### config.mk
export PLATFORM = sky130hd
export DESIGN_NAME = dth_ctrl
export DESIGN_NICKNAME = d
export VERILOG_FILES = /design/src/design/dth_pkg.sv /design/src/design/dth_ctrl.sv
export SDC_FILE = /design/constraint.sdc
export NUM_CORES = 1
export LEC_CHECK = 0
export BUFFER_PORTS_ARGS = -buffer_cell sky130_fd_sc_hd__buf_4
export CAP_MARGIN = 30
export CORE_UTILIZATION = 40
export CTS_BUF_LIST = sky130_fd_sc_hd__clkbuf_16
export CTS_CLUSTER_SIZE = 30
export DETAILED_ROUTE_END_ITERATION = 6
export PLACE_DENSITY = 0.73
export SYNTH_ARGS = -nofsm -noshare
export SYNTH_HDL_FRONTEND = slang
export SYNTH_SLANG_ARGS = --single-unit
### constraint.sdc
create_clock -name clk -period 4.31 [get_ports clk]
set_clock_uncertainty 0.05 [all_clocks]
set_input_delay 0.2155 -clock clk [delete_from_list [all_inputs] [get_ports clk]]
set_output_delay 0.2155 -clock clk [all_outputs]
set_load 0.01 [all_outputs]
### src/design/dth_pkg.sv
package dth_pkg;

  // Histogram store
  localparam int MAX_BINS       = 1024;
  localparam int COUNT_BITS     = 32;
  localparam int ADDR_BITS      = $clog2(MAX_BINS);
  localparam int EFF_BITS       = ADDR_BITS + 1;

  // Field widths
  localparam int OP_BITS        = 2;
  localparam int TIME_BITS      = 24;
  localparam int WIDTH_BITS     = 20;
  localparam int BINS_BITS      = 11;
  localparam int READ_BITS      = 10;
  localparam int INDEX_BITS     = 10;
  localparam int OUT_COUNT_BITS = 32;

  // Configuration port
  localparam int CFG_INDEX_BITS = 2;
  localparam int CFG_DATA_BITS  = 24;

  // Register reset values
  localparam logic [WIDTH_BITS-1:0] BIN_WIDTH_RESET   = WIDTH_BITS'(320);
  localparam logic [TIME_BITS-1:0]  TIME_CUTOFF_RESET = TIME_BITS'(639984);
  localparam logic [BINS_BITS-1:0]  BINS_IN_USE_RESET = BINS_BITS'(1000);

  // Restoring divider: one quotient bit per step
  localparam int DIV_STEPS    = TIME_BITS;
  localparam int DIV_CNT_BITS = $clog2(DIV_STEPS);

  typedef enum logic [CFG_INDEX_BITS-1:0] {
    CFG_BIN_WIDTH   = 2'd0,
    CFG_TIME_CUTOFF = 2'd1,
    CFG_BINS_IN_USE = 2'd2
  } cfg_reg_t;

  typedef enum logic [OP_BITS-1:0] {
    OP_RECORD = 2'd0,
    OP_READ   = 2'd1,
    OP_CLEAR  = 2'd2
  } op_t;

  // Which result the datapath captures
  typedef enum logic [2:0] {
    RES_ZERO     = 3'd0,
    RES_MISS     = 3'd1,
    RES_HIT_READ = 3'd2,
    RES_HIT_REC  = 3'd3,
    RES_CLEAR    = 3'd4
  } res_sel_t;

  typedef struct packed {
    logic     accept;
    logic     div_step;
    logic     sweep;
    logic     mem_wr;
    logic     rec_mode;
    logic     res_load;
    res_sel_t res_sel;
    logic     out_load;
  } cmd_t;

  typedef struct packed {
    logic div_last;
    logic sweep_last;
    logic hit;
  } status_t;

endpackage

### src/design/dth_ctrl.sv
module dth_ctrl (
  input  logic                       clk,
  input  logic                       rst,
  input  logic                       req_valid,
  output logic                       req_stall,
  input  logic [dth_pkg::OP_BITS-1:0] operation,
  output logic                       rsp_valid,
  input  logic                       rsp_stall,
  output dth_pkg::cmd_t              cmd,
  input  dth_pkg::status_t           sts
);
  import dth_pkg::*;

  typedef enum logic [7:0] {
    S_INIT   = 8'b00000001,
    S_IDLE   = 8'b00000010,
    S_DIV    = 8'b00000100,
    S_RANGE  = 8'b00001000,
    S_READ   = 8'b00010000,
    S_UPDATE = 8'b00100000,
    S_CLEAR  = 8'b01000000,
    S_DONE   = 8'b10000000
  } state_t;

  state_t state, state_next;
  op_t    op_q;
  logic   rec_mode;
  logic   slot_free;

  assign rec_mode  = (op_q == OP_RECORD);
  assign req_stall = (state != S_IDLE);
  // Output register can take a new result this cycle
  assign slot_free = !rsp_valid || !rsp_stall;

  // Next state and datapath commands
  always_comb begin
    state_next   = state;
    cmd          = '0;
    cmd.res_sel  = RES_ZERO;
    cmd.rec_mode = rec_mode;
    case (state)
      S_INIT: begin
        cmd.sweep = 1'b1;
        if (sts.sweep_last) begin
          state_next = S_IDLE;
        end
      end
      S_IDLE: begin
        if (req_valid) begin
          cmd.accept = 1'b1;
          case (op_t'(operation))
            OP_RECORD: state_next = S_DIV;
            OP_READ:   state_next = S_RANGE;
            OP_CLEAR:  state_next = S_CLEAR;
            default: begin
              cmd.res_load = 1'b1;
              cmd.res_sel  = RES_ZERO;
              state_next   = S_DONE;
            end
          endcase
        end
      end
      S_DIV: begin
        cmd.div_step = 1'b1;
        if (sts.div_last) begin
          state_next = S_RANGE;
        end
      end
      S_RANGE: begin
        if (sts.hit) begin
          state_next = S_READ;
        end else begin
          cmd.res_load = 1'b1;
          cmd.res_sel  = rec_mode ? RES_ZERO : RES_MISS;
          state_next   = S_DONE;
        end
      end
      S_READ: begin
        state_next = S_UPDATE;
      end
      S_UPDATE: begin
        cmd.mem_wr   = rec_mode;
        cmd.res_load = 1'b1;
        cmd.res_sel  = rec_mode ? RES_HIT_REC : RES_HIT_READ;
        state_next   = S_DONE;
      end
      S_CLEAR: begin
        cmd.sweep = 1'b1;
        if (sts.sweep_last) begin
          cmd.res_load = 1'b1;
          cmd.res_sel  = RES_CLEAR;
          state_next   = S_DONE;
        end
      end
      S_DONE: begin
        if (slot_free) begin
          cmd.out_load = 1'b1;
          state_next   = S_IDLE;
        end
      end
      default: begin
        state_next = S_IDLE;
      end
    endcase
  end

  // State, latched operation and output valid
  always_ff @(posedge clk) begin
    if (rst) begin
      state     <= S_INIT;
      op_q      <= OP_RECORD;
      rsp_valid <= 1'b0;
    end else begin
      state <= state_next;
      if (cmd.accept) begin
        op_q <= op_t'(operation);
      end
      if (cmd.out_load) begin
        rsp_valid <= 1'b1;
      end else if (!rsp_stall) begin
        rsp_valid <= 1'b0;
      end
    end
  end

endmodule

==> results.json <==
{
  "fillCellCount": 149,
  "clkTransAtPathRegs_ns": 0.04,
  "cts_hold_buf": 0,
  "clock_latency_ns": 0.24,
  "num_rows": 14,
  "drive_gt1_share_pct": 27.45,
  "synth_top_family_by_area": "simple AND/OR/NAND/NOR gates",
  "synth_fa_ha_area_share_pct": 0,
  "drc": 4,
  "nets": 112,
  "p_per_area_nw_per_um2": 357.7,
  "syn-cell-area_um2": 685.7,
  "track_usage_pct": 20.63,
  "drt_wl_total_mm": 1.636,
  "synth_xor_area_share_pct": 2.555,
  "slew_violations": 0,
  "async_reset_ff_share_pct": 0,
  "crit_type": "flop to output port",
  "reg2reg_from": "state[6]",
  "critPathBufInv": 1,
  "min_period_ns": 2.213,
  "grt_max_degree": 11,
  "p_leak_nw": 0.4108,
  "gp_congestion": 0.7849,
  "crit_fanout": 10,
  "drt_iter0_drc": 43,
  "grt_pass1_vias": 575,
  "cpMaxStageDelayCell": "nor4_1",
  "cp-start-kind": "flop",
  "reg2regPathDepth": 5,
  "ys.warnings.count": 0,
  "post_dp_cell_area_um2": 827.0,
  "period_share_pct": 51.34,
  "critical_path.cell_chain": "nor4_1 > nand4b_1 > o31a_1 > nand2_1 > buf_4",
  "endpoint_kind": "output port",
  "synth.yosys.seq_area_share_pct": 32.12,
  "postCtsSetupBuffers": 0,
  "placement.io_buffers": 20,
  "setup_violations": 0,
  "worst_pin_slew_ns": 0.7117,
  "rsz0062_at_grt": "no",
  "ant_nets": 0,
  "clockRootBuffer": "clkbuf_16",
  "fin_ws_ns": 2.097,
  "num_vias": 706,
  "fmax_mhz": 451.9,
  "synth-simple-area-share_pct": 39.60,
  "area_growth_pct": 32.12,
  "stdcell_count": 118,
  "wire_per_inst_um": 13.86,
  "synth_mux_area_share_pct": 5.839,
  "place_inst": 114,
  "holdWs_ns": 0.1574,
  "antenna_found_initial": 0,
  "final_area_um2": 905.9,
  "setup-tns-final_ns": 0,
  "grt_overflow": 0,
  "arrival_ns": 1.95,
  "n_antenna_cell": 0,
  "clock-sinks": 11,
  "worstSetupStartpoint": "state[6]",
  "power_uw": 324.0,
  "dpl.hpwl_mm": 1.246,
  "synth-seq-cells": 11,
  "multi_input_area_um2": 425.4,
  "synth_cells": 83,
  "ys_types": 38,
  "slew_headroom_pct": 52.11,
  "endpoint": "cmd[4]",
  "r2r_setup_slack_ns": 2.33,
  "outcome": "finished, violations left",
  "firstDrtPassIters": 6,
  "initial_core_util_pct": 43.98,
  "syn_nets": 92,
  "tritoncts.num_buffers": 3,
  "slowest_delay_ns": 0.68,
  "fp.dieW_um": 43.40,
  "io_pins": 21,
  "crit_family": "simple AND/OR/NAND/NOR gates",
  "cp_num_cells": 5,
  "coreArea_um2": 1559,
  "viasPerCell": 5.983,
  "postLayoutCoreUtil_pct": 58.11,
  "cp_data_required_time_ns": 4.04,
  "max-cap-violations": 0,
  "ir_drop_uv": 260.7,
  "synth_edf_count": 0,
  "seq_area_um2": 220.2,
  "cts_buffer_depth": 2,
  "h-tree-depth": 1,
  "timing.rr.end": "state[5]",
  "hp-class": "input pin to flop",
  "place_ws_ns": 2.395,
  "synth_compound_area_share_pct": 14.05,
  "dieArea_um2": 1884,
  "synth.avg_cell_area_um2": 8.261,
  "grt_pass1_wl_mm": 2.815,
  "die_y_um": 43.40,
  "violations": "DRC",
  "synth_top_flop_cell": "dfxtp_1",
  "cts_tree": "done",
  "hold_viol": 0,
  "ctsResizeCount": 0
}
-- layout make-up --
type | count | area share (%)
tap | 16 | 2.210
inverter | 3 | 1.243
timing repair buffer | 20 | 16.57
clock inverter | 1 | 0.4144
multi-input combinational | 64 | 46.96
sequential | 11 | 24.31
clock buffer | 3 | 8.287
-- how the worst min path moves through the flow --
stage	from	end	depth (start not counted)
6_report	rst	op_q[1]	2
5_1_grt	rst	state[2]	2
4_1_cts	rst	state[2]	2
3_5_place_dp	rst	state[2]	2
3_3_place_gp	rst	rsp_valid	2
2_1_floorplan	sts[0]	state[4]	2
-- layer usage --
layer  track usage (%)  part of all wire (%)
met1             28.91                    48
met2             28.18                    44
met3             6.250                   6.3
met4             11.25                   2.1
met5                 0                     0
-- synthesized netlist by cell type (2+ instances only) --
cell type   n  area share (%)
a31oi_1     4             3.6
nor2_1     10             5.5
nand3_1     2             1.5
nor4_1      2             1.8
buf_4       2             2.2
inv_1       2             1.1
nand2b_1    3             2.7
nand4b_1    2             2.6
dfxtp_1    11              32
and2_1      2             1.8
and4b_1     2             2.9
nor2b_1     2             1.8
a21oi_1     3             2.2
nand2_1     5             2.7
o21ai_0     3             2.2
nor3_1      2             1.5
xor2_1      2             2.6
mux2i_1     4             5.8
-- worst reg2reg max path, cell delays in order, from the launching register on --
cell and delay, ns:
dfxtp_1 0.40, nor4_1 0.68, and4b_1 0.36, a31oi_1 0.09, nand3b_1 0.19, nor4_1 0.08
-- layout by cell type (no fill, tap or decap), drive strengths merged, types with 3 or more instances in the layout --
cell    count
clkbuf      3
a31oi       4
o21ai       3
and4b       3
nand2b      3
mux2i       4
a21oi       3
nor4        3
inv         4
dfxtp      11
nand2       5
nor2       10
buf        20
-- flip-flops by register name, indices dropped and copies added, names as in the netlist --
register / count
state: 8
op_q: 2
rsp_valid: 1
-- cells by family (layout without fill, tap and decap cells) --
logic type      Yosys count  in the layout
simple gates             43             43
compound gates           15             15
flops                    11             11
buf+inv                   8             27
mux                       4              4
xor+xnor                  2              2
-- where the power goes --
group	internal [mW]	total [mW]	switching [mW]
Clock	0.122	0.168	0.0464
Sequential	0.106	0.110	0.00427
Combinational	0.0220	0.0459	0.0240
Total	0.249	0.324	0.0747
No activity file was read; power rests on OpenSTA's default activity.
